==> config.mk <==
export PLATFORM = sky130hd
export DESIGN_NAME = papc_queue
export DESIGN_NICKNAME = d
export VERILOG_FILES = /design/src/rtl/papc_pkg.sv /design/src/rtl/papc_queue.sv
export SDC_FILE = /design/constraint.sdc
export NUM_CORES = 1
export LEC_CHECK = 0
export BUFFER_PORTS_ARGS = -buffer_cell sky130_fd_sc_hd__buf_2
export CORE_ASPECT_RATIO = 0.7
export CORE_MARGIN = 2
export CORE_UTILIZATION = 40
export DETAILED_ROUTE_END_ITERATION = 12
export GPL_ROUTABILITY_DRIVEN = 0
export MAX_ROUTING_LAYER = met4
export PLACE_DENSITY = 0.7
export SYNTH_ARGS = -nofsm -noshare
export SYNTH_HDL_FRONTEND = slang
export SYNTH_SLANG_ARGS = --single-unit
==> constraint.sdc <==
create_clock -name i_clk -period 4.4 [get_ports i_clk]
set_input_delay 0.44 -clock i_clk [delete_from_list [all_inputs] [get_ports i_clk]]
set_output_delay 0.44 -clock i_clk [all_outputs]
set_load 0.005 [all_outputs]
==> src/rtl/papc_pkg.sv <==
`timescale 1ns / 1ps
// Shared types and constants of the persistent array (path-copy segment tree).
// No dependencies; imported by the front, queue, back and top modules.
package papc_pkg;

    // field widths
    localparam int LC_W    = 11;   // leaf_count and position
    localparam int BV_W    = 10;   // base_version and created_version
    localparam int VAL_W   = 32;   // leaf values
    localparam int ST_W    = 3;    // status
    localparam int RT_W    = 2;    // req_type
    localparam int NEED_W  = 4;    // tree levels on one path, at most 11

    // front-to-back queue
    localparam int QUEUE_DEPTH = 4;
    localparam int QPTR_W      = 2;
    localparam int QCNT_W      = 3;

    // request kinds
    localparam logic [RT_W-1:0] REQ_LOAD   = 2'd0;
    localparam logic [RT_W-1:0] REQ_UPDATE = 2'd1;
    localparam logic [RT_W-1:0] REQ_QUERY  = 2'd2;

    // status codes
    localparam logic [ST_W-1:0] ST_OK        = 3'd0;
    localparam logic [ST_W-1:0] ST_POOL_FULL = 3'd1;
    localparam logic [ST_W-1:0] ST_VER_FULL  = 3'd2;
    localparam logic [ST_W-1:0] ST_BAD_VER   = 3'd3;
    localparam logic [ST_W-1:0] ST_BAD_POS   = 3'd4;

    // classified request, as handed from front to back
    typedef struct packed {
        logic [RT_W-1:0]   req_type;
        logic [BV_W-1:0]   base_version;
        logic [LC_W-1:0]   position;
        logic [VAL_W-1:0]  new_value;
        logic              pos_ok;
        logic [NEED_W-1:0] need;       // nodes an update copies
    } t_entry;

    // one result
    typedef struct packed {
        logic [VAL_W-1:0] read_value;
        logic [BV_W-1:0]  created_version;
        logic [ST_W-1:0]  status;
    } t_result;

endpackage

==> src/rtl/papc_queue.sv <==
`timescale 1ns / 1ps
// Short FIFO of classified requests between front and back end.
// Depends on papc_pkg.
module papc_queue (
    input  logic                  i_clk,
    input  logic                  i_rst_n,
    input  logic                  i_push,
    input  papc_pkg::t_entry      i_entry,
    output logic                  o_full,
    input  logic                  i_pop,
    output papc_pkg::t_entry      o_head,
    output logic                  o_empty
);
    import papc_pkg::*;

    t_entry             r_mem [QUEUE_DEPTH];
    logic [QPTR_W-1:0]  r_wptr;
    logic [QPTR_W-1:0]  r_rptr;
    logic [QCNT_W-1:0]  r_count;

    assign o_full  = (r_count == QCNT_W'(QUEUE_DEPTH));
    assign o_empty = (r_count == '0);
    assign o_head  = r_mem[r_rptr];

    // entry storage
    always_ff @(posedge i_clk) begin
        if (i_push && !o_full) begin
            r_mem[r_wptr] <= i_entry;
        end
    end

    // pointers and fill level
    always_ff @(posedge i_clk) begin
        if (!i_rst_n) begin
            r_wptr  <= '0;
            r_rptr  <= '0;
            r_count <= '0;
        end else begin
            if (i_push && !o_full) begin
                r_wptr <= r_wptr + QPTR_W'(1);
            end
            if (i_pop && !o_empty) begin
                r_rptr <= r_rptr + QPTR_W'(1);
            end
            case ({i_push && !o_full, i_pop && !o_empty})
                2'b10:   r_count <= r_count + QCNT_W'(1);
                2'b01:   r_count <= r_count - QCNT_W'(1);
                default: r_count <= r_count;
            endcase
        end
    end

    a_count_bound: assert property (@(posedge i_clk) disable iff (!i_rst_n)
        r_count <= QCNT_W'(QUEUE_DEPTH))
        else $error("queue fill level beyond depth");

    a_no_push_full: assert property (@(posedge i_clk) disable iff (!i_rst_n)
        i_push |-> !o_full)
        else $error("front pushed into a full queue");

    a_no_pop_empty: assert property (@(posedge i_clk) disable iff (!i_rst_n)
        i_pop |-> !o_empty)
        else $error("back popped an empty queue");

endmodule

; ---- Yosys cells after proc, flatten, opt, wreduce, memory -nomap -nowiden
; Memory sizes are Yosys's and may differ from the RTL's. A register that Yosys moved wholly into a read port is not among the register bits.
; Index checks and enable logic that the tools add are counted.
[totals]
ff_bits = 7
ram_bits = 240
inputBits = 64
output_inout_bits = 62
word_cells = 22
memories = 1
[op_classes]
n_addsub = 4
n_eq_ne = 3
mux = 5
n_reduce_logical = 6
[mem_list]
columns = name, depth, width, read_ports, rd_ports_with_merged_regs, write_ports, line
row1 = r_mem, 4, 60, 1, 1, 1, papc_queue.sv:16  ; t_entry r_mem [QUEUE_DEPTH];
[op_table]
columns = op, count
row1 = $pmux W3 S2, 1
row2 = $add A2 B1 Y2 const B, 2
row3 = $mux W2, 2
row4 = $add A3 B1 Y3 const B, 1
row5 = $eq A3 B3 Y1 const B, 1
row6 = $logic_not A3 Y1, 1
row7 = $sub A3 B1 Y3 const B, 1
row8 = $eq A2 B1 Y1 const B, 1
row9 = $eq A2 B2 Y1 const B, 1
row10 = $logic_and A1 B1 Y1, 2
row11 = $logic_not A1 Y1, 2
row12 = $mux W1, 2
row13 = $reduce_bool A2 Y1, 1

; ---- Longest topological paths before layout
[logic_depth]
ltp_word = 5
depth_mapped = 10
ltp_nobuf = 9

; ---- Worst setup path before layout
; Ideal clock, no wire load.
[synth_path]
kind = register to register
from = reg r_count[2]
to = mem r_mem[0][0] (netlist name) (enable)
setup_ps = 424
t_arrival_ps = 2180
required_ps = 3976
path_slack_ps = 1796
path_stages_with_launch = 5
n_path_buf = 1
synth_period_minus_slack_ps = 2604
cell_sequence = dfxtp_1 nor3b_2 nor2b_1 buf_2 and2_1
[synth_via]
elab_chain_len = 5
[synth_rtl]
columns = item, line
row1 = start: declaration, papc_queue.sv:19  ; logic [QCNT_W-1:0] r_count;
row2 = start signal: assignment, papc_queue.sv:46  ; 2'b10: r_count <= r_count + QCNT_W'(1);
row3 = start signal: assignment, papc_queue.sv:47  ; 2'b01: r_count <= r_count - QCNT_W'(1);
row4 = start signal: assignment, papc_queue.sv:48  ; default: r_count <= r_count;
row5 = $eq A3 B3 Y1, papc_queue.sv:21  ; assign o_full = (r_count == QCNT_W'(QUEUE_DEPTH));
row6 = via o_full, papc_queue.sv:9  ; output logic o_full,
row7 = $logic_not A1 Y1, papc_queue.sv:27  ; if (i_push && !o_full) begin
row8 = $logic_and A1 B1 Y1, papc_queue.sv:27
row9 = $mux W1, papc_queue.sv:27
row10 = $mux W1 (implied by the code), papc_queue.sv:28  ; r_mem[r_wptr] <= i_entry;
row11 = end: declaration, papc_queue.sv:16
; The timed path passes the listed nets, and every way through them passes these cells.

==> results.txt <==
Cell type contributing the most total cell area after synthesis - edfxtp_1
Setup repair after global routing missed its margin - false
Kind of path behind the tightest hold check - input port to flop
Total negative setup slack - 0 ps
Met3 layer usage reported by global route - 3.465%
Sequential power share - 51.1%
Worst-path cell with the longest stage delay - dfxtp_4
Final cycle utilization of the critical path - 69.64%
Vias per Instance - 4.965
Number of cells traversed by the worst register-to-register path - 3
Final global-route overflow total - 0
Predominant post-synthesis flop cell - edfxtp_1
Outcome - finished, final reports clean
Estimated wirelength of the detail-placed design - 9.377 mm
Number of sinks handled by clock tree synthesis - 249
Area enclosed by the die boundary - 24290 um2
Post-synthesis sequential area ratio - 80.14%
Worst Setup Slack, final - 1336 ps
Hold_buf cts - 0
Peak fanout along the critical path - 52
Async S/R FF share, synth - 0%
Mapped Cells - 368
Reg-to-reg critical path endpoint - r_mem[2][47]
Global-route wire length before repair - 25.01 mm
Die span in x - 185.4 um
Net total in the final layout - 574
Largest delay contributor family on the critical path - flip-flops
Met2 usage in global routing - 22.59%
Die H - 131.0 um
Dominant cells by area after synthesis - edfxtp_1, mux4_2, dfxtp_1
Number of flops mapped to enable cells by yosys - 240
Number of rows in the core area - 46
CP Launch Type - flop
Post-CTS Repair Setup Buffers - 0
Core ar. - 22620 um2
Fraction of final layout cells sized beyond drive strength 1 - 43.82%
Area Growth Syn to Fin - 17.23%
Cell Int Power - 4.547 mW
Clock Path Buffers - 3
Required @ worst endpoint - 3960 ps
TritonCTS clock tree - done
Max-slew violation count - 0
Worst-Margin Slew - 1055 ps
Crit-path max cell delay - 1050 ps
Leading post-synthesis cells by instance count - edfxtp_1, mux4_2, dfxtp_1, buf_2, nand2_1
Total wire length after detailed routing - 16.34 mm
Achievable clock frequency - 326.3 MHz
Crit path time final - 3064 ps
Count of buffering cells on the critical path with inverters included - 2
Final hold violation count - 0
Met1 usage in global routing - 18.65%
Routed wirelength normalized by instance count - 19.64 um
Final ANT Viol Nets - 0
Root buf cell - clkbuf_16
Worst reg2reg path startpoint - r_count[2]
Setup slack on the worst flop-to-flop path - 2010 ps
Syn_nets - 438
Hold Startpoint - i_entry[1]
Worst hold endpoint - r_mem[3][1]
Proportion of netlist area held by the largest area contributor - 78.19%
Static Leak - 3.577 nW
Netlist area before placement - 9218 um2
Clk pwr share - 31.5%
Global-route usage over all layers - 14.16%
Drt first-iter violations - 271
Routing layer with the top usage in global route - met2
Chain of cells forming the critical path - buf_4 -> mux4_2 -> buf_2
Clock transition at the register clock pins on the worst setup and hold paths after CTS - 60 ps
Worst slew margin relative to its limit - 29.67%
Critical path class - flop to primary output
Net switching power - 1.463 mW
TritonCTS Buffers - 24
Largest net degree at the start of global routing - 61
Vias in the first global route - 4545
Max IR drop VDD - 0.3921 mV
Library cell with the highest instance count after synthesis - edfxtp_1
Synth cell types - 24
Endpoint arrival time on the critical path - 2620 ps
Clock network latency to the later pin of the worst-skew pair - 510 ps
Yosys warning count - 0
Depth of the CTS H-tree - 1
Initial antenna violation count - 2
Relative contribution of combinational cells to total power - 17.4%
Total vias in the final route - 4131
Type of element capturing the critical path - primary output
Post-cts repair resize count - 0
Syn avg cell area - 25.05 um2
Max-capacitance violation count - 0
Post-place setup slack - 1757 ps
Total of endpoints with negative setup slack in the final report - 0
Pwr dens - 556.2 nW/um2
Proportion of total power due to net switching - 24.34%
Worst clock skew - 13.45 ps
Buffers on Ports - 125
Cells on Worst Hold Path - 1
Number of flip-flops and latches in the synthesized netlist - 249
Number of design rule violations left after detail routing - 0
Pre-Repair DR Iteration Count - 4
Number of top-level pins - 126
Starting Density - 40.75%
cells by family after synthesis:
kind of cell	count (synthesis)	synth area share [%]
XOR/XNOR	2	0.1901
buffers and inverters	22	2.131
adder cells (fa/ha/maj)	6	0.8959
AND/OR/NAND/NOR	20	1.330
flip-flops	249	80.14
AO/OA/AOI/OAI	7	0.4343
multiplexers	62	14.88
metal layers:
metal  vias up  wire length (um)  share of wire, %
met5         -                 0                 0
met4         0               349               2.1
met3        30               927               5.7
met2       121              7815                48
met1      2161              7245                44
li1       1819                 -                 -
how the worst max path moves through the flow:
stage | start | to | cells after the start
2_1_floorplan | r_count[2] | r_mem[0][0] | 4
3_3_place_gp | flop | o_head[59] | 3
3_5_place_dp | flop | o_head[53] | 3
4_1_cts | flop | o_head[53] | 3
5_1_grt | flop | o_head[53] | 3
6_report | flop | o_head[53] | 3
area by class of cell:
| type | instances | area (um2) |
|---|---|---|
| Inverter | 6 | 22.52 |
| Sequential cell | 249 | 7395 |
| Fill cell | 1839 | 11810 |
| Clock buffer | 29 | 640.6 |
| Timing Repair Buffer | 126 | 633.1 |
| Tap cell | 312 | 390.4 |
| Multi-Input combinational cell | 97 | 1644 |
| Antenna cell | 2 | 5.005 |
| Clock inverter | 11 | 75.07 |
through the flow:
step | power, mW | utilization (%) | hold WS (ps) | area [um2] | instances
global route | 6.303 | 47.77 | 120.7 | 10810 | 832
CTS | 6.110 | 47.75 | 118.7 | 10800 | 830
floorplan | 3.827 | - | 456.0 | 9218 | 368
detailed placement | 4.205 | 44.58 | 468.3 | 10080 | 790
finish | 6.010 | 47.77 | 143.5 | 10810 | 832
global placement | 4.153 | 44.58 | 460.3 | 10080 | 790
flip-flops by register name (all words and copies together) (netlist names), named ones only:
| register | flops |
|---|---|
| r_mem | 240 |
| r_count | 3 |
| r_wptr | 2 |
| r_rptr | 2 |
power groups by stage:
stage / Combinational [mW] / Sequential (mW) / Clock (mW)
finish: 1.05 / 3.07 / 1.89
detailed placement: 1.07 / 3.14 / 0
global route: 1.14 / 3.12 / 2.04
global placement: 1.03 / 3.12 / 0
floorplan: 0.868 / 2.96 / 0
CTS: 1.07 / 3.09 / 1.95
cells in the final DEF, fill, tap and decap left out, types with 2 or more instances in the layout:
cell type and instances:
mux2i_1 2, or3_1 2, diode_2 2, mux4_2 60, ha_1 5, inv_1 5, dfxtp_1 7, and2_1 2
edfxtp_1 240, a21boi_1 2, dfxtp_4 2, buf_2 125, clkinv_1 4, nand2_1 7, o21ai_0 5, clkinv_2 6
clkbuf_16 25, and2_4 4, clkbuf_1 4, nor2b_1 2
No activity file was read; power rests on OpenSTA's default activity.
