### src/rtl/papc_pkg.sv
`timescale 1ns / 1ps
// Shared types and constants of the persistent array (path-copy segment tree).
// No dependencies; imported by the front, queue, back and top modules.
package papc_pkg;

    // field widths
    localparam int LC_W    = 11;   // leaf_count and position
    localparam int BV_W    = 10;   // base_version and created_version
    localparam int VAL_W   = 32;   // leaf values
    localparam int ST_W    = 3;    // status
    localparam int RT_W    = 2;    // req_type
    localparam int NEED_W  = 4;    // tree levels on one path, at most 11

    // front-to-back queue
    localparam int QUEUE_DEPTH = 4;
    localparam int QPTR_W      = 2;
    localparam int QCNT_W      = 3;

    // request kinds
    localparam logic [RT_W-1:0] REQ_LOAD   = 2'd0;
    localparam logic [RT_W-1:0] REQ_UPDATE = 2'd1;
    localparam logic [RT_W-1:0] REQ_QUERY  = 2'd2;

    // status codes
    localparam logic [ST_W-1:0] ST_OK        = 3'd0;
    localparam logic [ST_W-1:0] ST_POOL_FULL = 3'd1;
    localparam logic [ST_W-1:0] ST_VER_FULL  = 3'd2;
    localparam logic [ST_W-1:0] ST_BAD_VER   = 3'd3;
    localparam logic [ST_W-1:0] ST_BAD_POS   = 3'd4;

    // classified request, as handed from front to back
    typedef struct packed {
        logic [RT_W-1:0]   req_type;
        logic [BV_W-1:0]   base_version;
        logic [LC_W-1:0]   position;
        logic [VAL_W-1:0]  new_value;
        logic              pos_ok;
        logic [NEED_W-1:0] need;       // nodes an update copies
    } t_entry;

    // one result
    typedef struct packed {
        logic [VAL_W-1:0] read_value;
        logic [BV_W-1:0]  created_version;
        logic [ST_W-1:0]  status;
    } t_result;

endpackage

### src/rtl/papc_front.sv
`timescale 1ns / 1ps
// Front end: accepts request transactions, checks the position and counts
// the tree levels an update will copy. Depends on papc_pkg.
module papc_front (
    input  logic                  i_clk,
    input  logic                  i_rst_n,
    input  logic                  i_valid,
    output logic                  o_ready,
    input  logic [1:0]            i_req_type,
    input  logic [9:0]            i_base_version,
    input  logic [10:0]           i_position,
    input  logic [31:0]           i_new_value,
    input  logic [10:0]           i_leaf_count,
    output logic                  o_push,
    output papc_pkg::t_entry      o_entry,
    input  logic                  i_full
);
    import papc_pkg::*;

    logic              r_busy;
    t_entry            r_entry;
    logic [LC_W-1:0]   r_lo;
    logic [LC_W-1:0]   r_hi;
    logic [LC_W:0]     sum;
    logic [LC_W-1:0]   mid;
    logic              pos_ok_in;
    logic              walking;
    logic              done;

    // position range check on the incoming transaction
    assign pos_ok_in = (i_position != '0) && (i_position <= i_leaf_count);

    // halving step over [lo, hi]
    assign sum     = {1'b0, r_lo} + {1'b0, r_hi};
    assign mid     = sum[LC_W:1];
    assign walking = (r_entry.req_type == REQ_UPDATE) && r_entry.pos_ok;
    assign done    = !walking || (r_lo == r_hi);

    assign o_ready = !r_busy;
    assign o_push  = r_busy && done && !i_full;
    assign o_entry = r_entry;

    // one level per cycle until the leaf range is reached
    always_ff @(posedge i_clk) begin
        if (!i_rst_n) begin
            r_busy <= 1'b0;
        end else begin
            if (i_valid && o_ready) begin
                r_busy                <= 1'b1;
                r_entry.req_type      <= i_req_type;
                r_entry.base_version  <= i_base_version;
                r_entry.position      <= i_position;
                r_entry.new_value     <= i_new_value;
                r_entry.pos_ok        <= pos_ok_in;
                r_entry.need          <= NEED_W'(1);
                r_lo                  <= LC_W'(1);
                r_hi                  <= i_leaf_count;
            end else if (r_busy) begin
                if (o_push) begin
                    r_busy <= 1'b0;
                end else if (!done) begin
                    if (r_entry.position <= mid) begin
                        r_hi <= mid;
                    end else begin
                        r_lo <= mid + LC_W'(1);
                    end
                    r_entry.need <= r_entry.need + NEED_W'(1);
                end
            end
        end
    end

endmodule

### config.mk
export PLATFORM = sky130hd
export DESIGN_NAME = papc_front
export DESIGN_NICKNAME = d
export VERILOG_FILES = /design/src/rtl/papc_pkg.sv /design/src/rtl/papc_front.sv
export SDC_FILE = /design/constraint.sdc
export NUM_CORES = 1
export LEC_CHECK = 0
export ABC_AREA = 1
export BUFFER_PORTS_ARGS = -buffer_cell sky130_fd_sc_hd__buf_2
export CAP_MARGIN = 20
export CORE_UTILIZATION = 46
export CTS_CLUSTER_DIAMETER = 80
export DETAILED_ROUTE_END_ITERATION = 10
export HOLD_SLACK_MARGIN = 0.08
export PLACE_DENSITY = 0.71
export SYNTH_ARGS = -nofsm -noshare
export SYNTH_HDL_FRONTEND = slang
export SYNTH_SLANG_ARGS = --single-unit
### constraint.sdc
create_clock -name i_clk -period 5.9 [get_ports i_clk]
set_input_delay 1.18 -clock i_clk [delete_from_list [all_inputs] [get_ports i_clk]]
set_output_delay 1.18 -clock i_clk [all_outputs]
set_load 0.03 [all_outputs]
### After elaboration in Yosys (flattened, before gate mapping)

Index checks and enable logic that the tools add are counted.

| storage, ports and cells | value |
|---|---|
| bits in registers | 83 |
| bits of input ports | 70 |
| output and inout bits | 62 |
| logic and storage cells | 50 |

| cells by class | value |
|---|---|
| add/sub/neg operators | 3 |
| magnitude comparators | 2 |
| equality and inequality tests | 5 |
| multiplexer cells | 15 |
| reductions and logical operators | 16 |

Operators with widths:

| cell | count |
|---|---|
| $mux 11 | 9 |
| $le 11x11->1 | 2 |
| $add 11x11->12 | 1 |
| $mux 4 | 3 |
| $add 11x1->11 const B | 1 |
| $eq 11x11->1 | 1 |
| $reduce_bool 11->1 | 1 |
| $reduce_and 5->1 | 2 |
| $logic_and 1x1->1 | 5 |
| $add 4x1->4 const B | 1 |
| $ne 2x1->1 const B | 2 |
| $reduce_and 4->1 | 1 |
| $reduce_bool 2->1 | 2 |
| $logic_not 1->1 | 3 |
| $mux 1 | 3 |
| $eq 2x1->1 const B | 1 |
| $ne 2x2->1 const B | 1 |
| $reduce_and 2->1 | 1 |
| $logic_or 1x1->1 | 1 |

### Longest topological paths before layout

Gate-level depths: netlist of the first run.

| logic depth | value |
|---|---|
| word-level depth | 9 |
| gate-level depth with buffers | 18 |
| gate-level depth less buffers | 17 |

### Worst setup path after synthesis of the first run

Ideal clock, no wire load.

| timing | value |
|---|---|
| path type | input-to-reg |
| start point | in i_valid |
| end point | reg r_entry, in the netlist o_entry[10] (enable) |
| setup time | 0.471 ns |
| arrival time | 4.179 ns |
| required time | 5.429 ns |
| slack | 1.250 ns |
| stages | 5 |
| path buffers | 1 |
| path through | inv_1 -> nor2_1 -> clkinv_1 -> buf_6 -> nor2_1 |

| between the ends | value |
|---|---|
| word-level cells in the longest chain between the ends | 2 |

RTL lines:

| element | line | text |
|---|---|---|
| from (decl) | papc_front.sv:7 | `input logic i_valid,` |
| $logic_and 1x1->1 | papc_front.sv:48 | `if (i_valid && o_ready) begin` |
| $reduce_and 2->1 (no line) | -- |  |
| to (decl) | papc_front.sv:21 | `t_entry r_entry;` |

No other way between the ends.
A chain may end at the register's enable or synchronous reset.

### Worst setup path after layout of the first run

| timing | value |
|---|---|
| start point | reg r_lo[2] |
| end point | reg r_lo[4] (enable) |

| between the ends | value |
|---|---|
| word-level cells in the longest chain between the ends | 6 |
| elaborated cells on any way between the ends | 10 |
| classes of those cells | add/sub: 1; order compare: 1; eq/ne: 4; reduce/logical: 4 |

RTL lines:

| element | line | text |
|---|---|---|
| from (decl) | papc_front.sv:22 | `logic [LC_W-1:0] r_lo;` |
| from (signal assigned) | papc_front.sv:65 | `r_lo <= mid + LC_W'(1);` |
| branches (longest 5 deep; another with $add 11x11->12) | -- |  |
| $reduce_and 5->1 (no line) * | -- |  |

Mark *: on every way between the ends.

==> impl_metrics.csv, run 1 <==
group,metric,value,unit
floorplanning,std_cell_rows,34,
cts,tritoncts,"yes",
grt,grt_util_all_layers,20.73,%
worst_setup_path,path_depth,13,
sta,rsz0062_at_grt,"false",
place,gp_congestion,0.8611,
sta,tns,0,ps
sta,finalCriticalPeriod,3855,ps
worst_setup_path,crit_top_cell,"nand2_1",
synth,ys_seq_area_share,58.37,%
synth,yosysWarnings,0,
synth,synth_cell_types,30,
flow_run,drv_cap,0,
worst_setup_path,arrival,3820,ps
cts,cts_buffer_depth,2,
route,routed_wl,9466,um
pwr,ir_drop,0.0001932,V
grt,grt_antenna_before_repair,0,
grt,grt_max_degree,57,
floorplanning,io_pins,132,
worst_setup_path,crit_chain,"ha_1 > nand2_1 > nand3_1 > nand2_1 > nand2_1 > a211oi_1 > ha_1 > nand2_1 > nor4_1 > nand2_1 > o2111ai_1 > nand2_1 > a21oi_1",
grt,grt_overflow,0,
route,drt_iter0_drc,170,
worst_setup_path,crit_family,"compound AO/OA/AOI/OAI gates",
worst_setup_path,worst-path-buf-inv,0,
worst_setup_path,cp_slowest_cell,"a21oi_1",
worst_setup_path,cp_max_fo,11,
sta,clock_skew,14.33,ps
sta,drv_slew,0,
layout,fin_nets,645,
synth,synth_top_area_share,57.90,%
sta,hold_violations,0,
layout,areaGrowthSynthToFinish,22.92,%
sta,period_share,65.34,%
route,vias,3337,
route,drc,0,
worst_setup_path,worst-setup-path-type,"reg2reg",
floorplanning,core_area,8848,um^2
layout,num_antenna_cells,0,
sta,tightest_slew,969.0,ps
worst_setup_path,crit_path_end_kind,"flop",
route,wl_per_cell,14.52,um
cts,cts_setup_buffers,0,
cts,cts-resized-gates,0,
synth,synth-seq-cells,83,
cts,path_clk_slew,80,ps
floorplanning,die_y,98.15,um
layout,drive_gt1_share,31.25,%
pwr,p_total,1600,uW
synth,synth.area.top_cells,"edfxtp_1 (58%), ha_1 (10%), nand2_1 (7.8%), inv_1 (5.0%), nand3_1 (2.5%)",
synth,syn_inst,400,
cts,clock-root-buffer,"clkbuf_8",
worst_setup_path,slowest_delay,760,ps
sta,slew_headroom,35.40,%
sta,finalSetupViolCount,0,
worst_setup_path,crit_required,5870,ps
cts,htree_levels,3,
worst_setup_path,r2r_cells,13,
place,port_buffers,131,
synth,syn_area_per_cell,10.63,um^2
place,dpl.hpwl,7724,um
route,postRouteAntennaNets,0,
cts,ctsHoldBuffers,0,
pwr,p_leak,0.002430,uW
synth,syn_nets,506,
grt,grt_pass1_wl,15330,um
layout,fin_area,5228,um^2
grt,grt_pass1_vias,3393,
synth,yosysTopAreaCell,"edfxtp_1",
run_status,outcome,"finished clean",
worst_setup_path,critPathLaunchType,"flop",
cts,cts_buffers,9,
sta,fmax,259.4,MHz
route,vias_per_cell,5.118,
min_path,min_path_cells,3,
cts,clock_insertion_delay_worst_skew,350,ps
pwr,powerDensity,306.1,nW/um^2
cts,cts.sinks,83,
synth,synthesis.area,4253,um^2
floorplanning,start_util,48.06,%
floorplanning,die_area,9633,um^2
floorplanning,fp.dieW,98.15,um
place,dpl_cell_area,5029,um^2
min_path,hold_class,"reg2reg",
route,first_pass_iters,4,
==> sequential cells by signal, summed over array words and instances, names as in the netlist <==
name,flops
o_entry,60
r_hi,11
r_lo,11
r_busy,1
==> worst reg2reg max path: stages (launching register included) <==
cell and delay, ps:
edfxtp_1 380, ha_1 430, nand2_1 150, nand3_1 140, nand2_1 110, nand2_1 80, a211oi_1 530, ha_1 230
nand2_1 100, nor4_1 290, nand2_1 80, o2111ai_1 80, nand2_1 110, a21oi_1 760
==> cells in the mapped netlist <==
| master | count |
|---|---|
| xor2_1 | 1 |
| o21ai_0 | 20 |
| nand4_1 | 7 |
| dfxtp_1 | 1 |
| nor2_2 | 3 |
| ha_1 | 35 |
| buf_6 | 2 |
| nor2_4 | 1 |
| inv_1 | 57 |
| a32oi_1 | 1 |
| xor2_2 | 2 |
| nor2_1 | 24 |
| and2_2 | 1 |
| clkbuf_1 | 2 |
| o2111ai_1 | 2 |
| nand2_1 | 88 |
| xnor2_1 | 1 |
| a21oi_1 | 20 |
| nand3_1 | 21 |
| nand2_2 | 10 |
| edfxtp_1 | 82 |
| nor3_1 | 3 |
| nand2_4 | 1 |
| nand3_2 | 3 |
| fa_1 | 1 |
| o31ai_1 | 1 |
| inv_2 | 1 |
| a211oi_1 | 1 |
| nor4_1 | 7 |
| clkinv_1 | 1 |
==> power breakdown <==
part	internal, uW	switching, uW	leakage [uW]
registers	705	13.3	0.000771
logic	158	319	0.00157
clock network	200	205	0.0000939
total	1060	537	0.00243
==> placed cells by master (no fill, tap or decap), drive strengths merged <==
cell / count
nand3: 24
inv: 61
bufinv: 1
nand4: 7
a32oi: 1
clkinv: 1
dfxtp: 1
nor2: 28
o31ai: 1
clkbuf: 10
clkinvlp: 2
ha: 35
a211oi: 1
xnor2: 1
o2111ai: 2
nor4: 7
edfxtp: 82
xor2: 3
buf: 132
and2: 1
o21ai: 20
nor3: 3
a21oi: 20
fa: 1
nand2: 99
==> layout make-up <==
cell class,instances,area [um^2]
Multi-Input combinational cell,254,1526
Clock inverter,6,71.32
Inverter,59,221.5
Tap cell,108,135.1
Sequential cell,83,2482
Clock buffer,10,127.6
Fill cell,756,3621
Timing Repair Buffer,132,663.1
==> worst paths after layout <==
check | startpoint | end | slack (ps)
setup / recovery | r_lo[2]$_SDFFCE_PP0P_ | r_lo[4]$_SDFFCE_PP0P_ | 2050
hold / removal | r_busy$_SDFF_PN0_ | r_busy$_SDFF_PN0_ | 610
setup reg to reg | r_lo[2]$_SDFFCE_PP0P_ | r_lo[4]$_SDFFCE_PP0P_ | 2050
hold reg to reg | r_busy$_SDFF_PN0_ | r_busy$_SDFF_PN0_ | 610
==> layer usage <==
metal  up-vias  track usage, %  routed length, um
li1       1652               -                  -
met1      1526           22.87               3736
met2       131           37.00               4684
met3        28           6.228                731
met4         0           8.955                314
met5         -               0                  0
==> cell families after synthesis <==
logic type,synth area share (%)
simple gates,18.09
flops,58.37
buf+inv,5.913
compound gates,5.679
fa+ha+maj,10.77
xor+xnor,1.177
==> metrics by stage <==
stage               cells  util (%)  setup slack (ps)  hold slack [ps]
global placement      636     56.83              1915            540.4
finish                652     59.08              2045            606.0
CTS                   652     59.08              2036            589.2
global route          652     59.08              1652            630.2
detailed placement    636     56.83              1813            564.3
floorplan             400         -              1250            519.6
Note: power is estimated with default switching activity, not from simulation.
==> inputs of run 2 (changes only) <==
--- a/config.mk
+++ b/config.mk
@@ -5,7 +5,7 @@
 export SDC_FILE = /design/constraint.sdc
 export NUM_CORES = 1
 export LEC_CHECK = 0
-export ABC_AREA = 1
+export ABC_AREA = 0
 export BUFFER_PORTS_ARGS = -buffer_cell sky130_fd_sc_hd__buf_2
 export CAP_MARGIN = 20
 export CORE_UTILIZATION = 46
==> constraint.sdc (replaced) <==
create_clock -name i_clk -period 3.55 [get_ports i_clk]
set_input_delay 0.71 -clock i_clk [delete_from_list [all_inputs] [get_ports i_clk]]
set_output_delay 0.71 -clock i_clk [all_outputs]
set_load 0.03 [all_outputs]
==> run 2 against run 1 <==
The flow now finishes with violations (negative setup slack); sequential cell count unchanged; final cell count decreased by 8.7%; non-clock buffer count is 18 higher; final area increased by 3.9%; via count is 4.5% lower; global-route usage fell by 0.22 points; critical path type unchanged; critical endpoint is now r_hi[0]$_DFFE_PP_.
==> impl_metrics.csv, run 2 <==
group,metric,value,unit
run_status,outcome,"finished with violations",
run_status,violations,"negative setup slack",
layout,instances_no_fill,595,
layout,largest_reg_flops,60,
synth,yosysWarnings,0,
layout,final_common_cell,"buf_2",
synth,yosysTopAreaCell,"edfxtp_1",
floorplanning,fp.dieW,97.44,um
grt,grt_max_degree,57,
route,first_pass_iters,4,
pwr,ir_drop,0.0003785,V
worst_setup_path,worst-setup-path-type,"reg2reg",
route,drc,0,
grt,grt_util_all_layers,20.51,%
sta,finalCriticalPeriod,3595,ps
synth,synth.area.top_cells,"edfxtp_1 (59%), ha_1 (10%), nand2_1 (2.4%), nor2_1 (2.3%), o21ai_0 (1.8%)",
route,wl_per_cell,16.39,um
synth,syn_nets,434,
grt,grt_pass1_wl,14990,um
worst_setup_path,cp_max_fo,11,
sta,hold_slack,508.9,ps
grt,grt_antenna_before_repair,0,
cts,cts_buffers,9,
sta,period_share,101.3,%
worst_setup_path,crit_required,3630,ps
route,vias,3186,
layout,final_core_util,61.99,%
grt,grt_pass1_vias,3167,
place,gp_congestion,0.8436,
grt,grt.busiest_layer,"met2",
synth,synth_top_area_share,58.76,%
layout,num_antenna_cells,0,
synth,synth-edff-count,82,
synth,synth.most_common_cell,"edfxtp_1",
synth,synth_top_flop_cell,"edfxtp_1",
layout,final_cell_mix,"buf_2 (131), edfxtp_1 (82), ha_1 (34)",
route,routed_wl,9754,um
worst_setup_path,crit_path_end_kind,"flop",
synth,syn_area_per_cell,12.78,um^2
cts,clock_insertion_delay_worst_skew,370,ps
sta,tightest_slew,674.8,ps
layout,fin_nets,588,
floorplanning,start_util,47.82,%
worst_setup_path,critPathLaunchType,"flop",
floorplanning,die_y,97.44,um
floorplanning,core_area,8763,um^2
pwr,powerDensity,538.5,nW/um^2
floorplanning,die_area,9495,um^2
sta,drv_slew,0,
grt,grt_overflow,0,
layout,areaGrowthSynthToFinish,29.65,%
pwr,p_total,2925,uW
sta,clock_skew,11.35,ps
cts,cts.sinks,83,
place,dpl.hpwl,7535,um
sta,rsz0062_at_grt,"true",
flow_run,drv_cap,0,
place,port_buffers,131,
min_path,hold_class,"in2reg",
cts,clock-root-buffer,"clkbuf_8",
sta,fmax,278.1,MHz
synth,synth_cell_types,52,
sta,finalSetupViolCount,11,
floorplanning,io_pins,132,
layout,drive_gt1_share,39.63,%
synth,async_reset_ff_share,0,%
sta,layout_setup_ws,-45.33,ps
route,drt_iter0_drc,190,
sta,hold_violations,0,
synth,ys_seq_area_share,59.24,%
synth,synthesis.area,4190,um^2
cts,htree_levels,3,
grt,grtUsageMet3,6.691,%
cts,path_clk_slew,90,ps
worst_setup_path,r2r_cells,14,
place,dpl.cell_count,573,
grt,use_met2,35.66,%
sta,slew_headroom,55.01,%
route,postRouteAntennaNets,0,
grt,use_met1,23.28,%
synth,syn_inst,328,
cts,cts_buffer_depth,2,
floorplanning,std_cell_rows,34,
min_path,min_path_cells,1,
cts,tritoncts,"yes",
pwr,p_leak,0.002302,uW
min_path,hold_path.startpoint,"i_new_value[31]",
route,vias_per_cell,5.355,
synth,synth-seq-cells,83,
worst_setup_path,arrival,3680,ps
worst_setup_path,r2r_start,"r_lo[0]$_SDFFCE_PP1P_",
synth,synth.top_cells.by_count,"edfxtp_1 (82), ha_1 (35), nand2_1 (27), nor2_1 (26), inv_1 (19)",
sta,tns,-444.8,ps
worst_setup_path,crit_start,"r_lo[0]$_SDFFCE_PP1P_",
run 2: layout make-up:
class / count / area, um^2
Sequential cell: 83 / 2482
Timing Repair Buffer: 150 / 810.8
Tap cell: 108 / 135.1
Multi-Input combinational cell: 219 / 1728
Clock inverter: 7 / 81.33
Inverter: 19 / 71.32
Fill cell: 693 / 3331
Clock buffer: 9 / 123.9
run 2: critical path, cell delays in order, from the launching register on:
cell and delay (ps):
edfxtp_1 380, ha_2 210, fa_2 360, a21o_4 260
a2111oi_4 370, nor2_2 80, a21oi_2 200, xor2_2 220
ha_1 280, a21o_1 170, a21o_1 180, a21oi_2 160
o21ai_2 100, a31oi_4 190, buf_12 150
run 2: cells by family (layout without fill, tap and decap cells):
group	count (synthesis)	after routing	share of synthesized area, %
compound gates	67	68	11.38
xor+xnor	16	16	3.524
fa+ha+maj	36	36	10.93
buf+inv	27	185	2.717
flops	83	83	59.24
mux	2	2	0.4778
simple gates	97	97	11.73
run 2: report_power, final:
| group | internal, uW | switching (uW) |
|---|---|---|
| Sequential | 1170 | 21.9 |
| Combinational | 439 | 585 |
| Clock | 339 | 371 |
| Total | 1950 | 978 |
run 2: per-stage QoR:
step                worst slack (ps)  area [um^2]
floorplan                      4.994         4249
global placement              -135.5         5117
detailed placement            -259.6         5117
CTS                           -62.66         5354
global route                  -202.8         5433
finish                        -45.33         5433
run 2: repair_timing:
action	CTS	global route
hold buffers	0	0
buffers inserted	1	4
setup endpoints to repair	22	56
cloned	0	1
pin swaps	6	2
hold endpoints to repair	0	0
resized for setup	4	8
run 2: path summary, 6_finish.rpt:
| path | end | slack (ps) |
|---|---|---|
| hold reg to reg | r_busy$_SDFF_PN0_ | 620 |
| hold / removal | o_entry[36]$_DFFE_PP_ | 510 |
| setup reg to reg | r_hi[0]$_DFFE_PP_ | -50 |
| setup / recovery | r_hi[0]$_DFFE_PP_ | -50 |
run 2: metal layers:
layer	routed length, um	vias to the layer above	part of all wire [%]
met3	778	12	8.0
met1	3812	1505	39
met2	4969	134	51
li1	-	1535	-
met4	194	0	2.0
met5	0	-	0
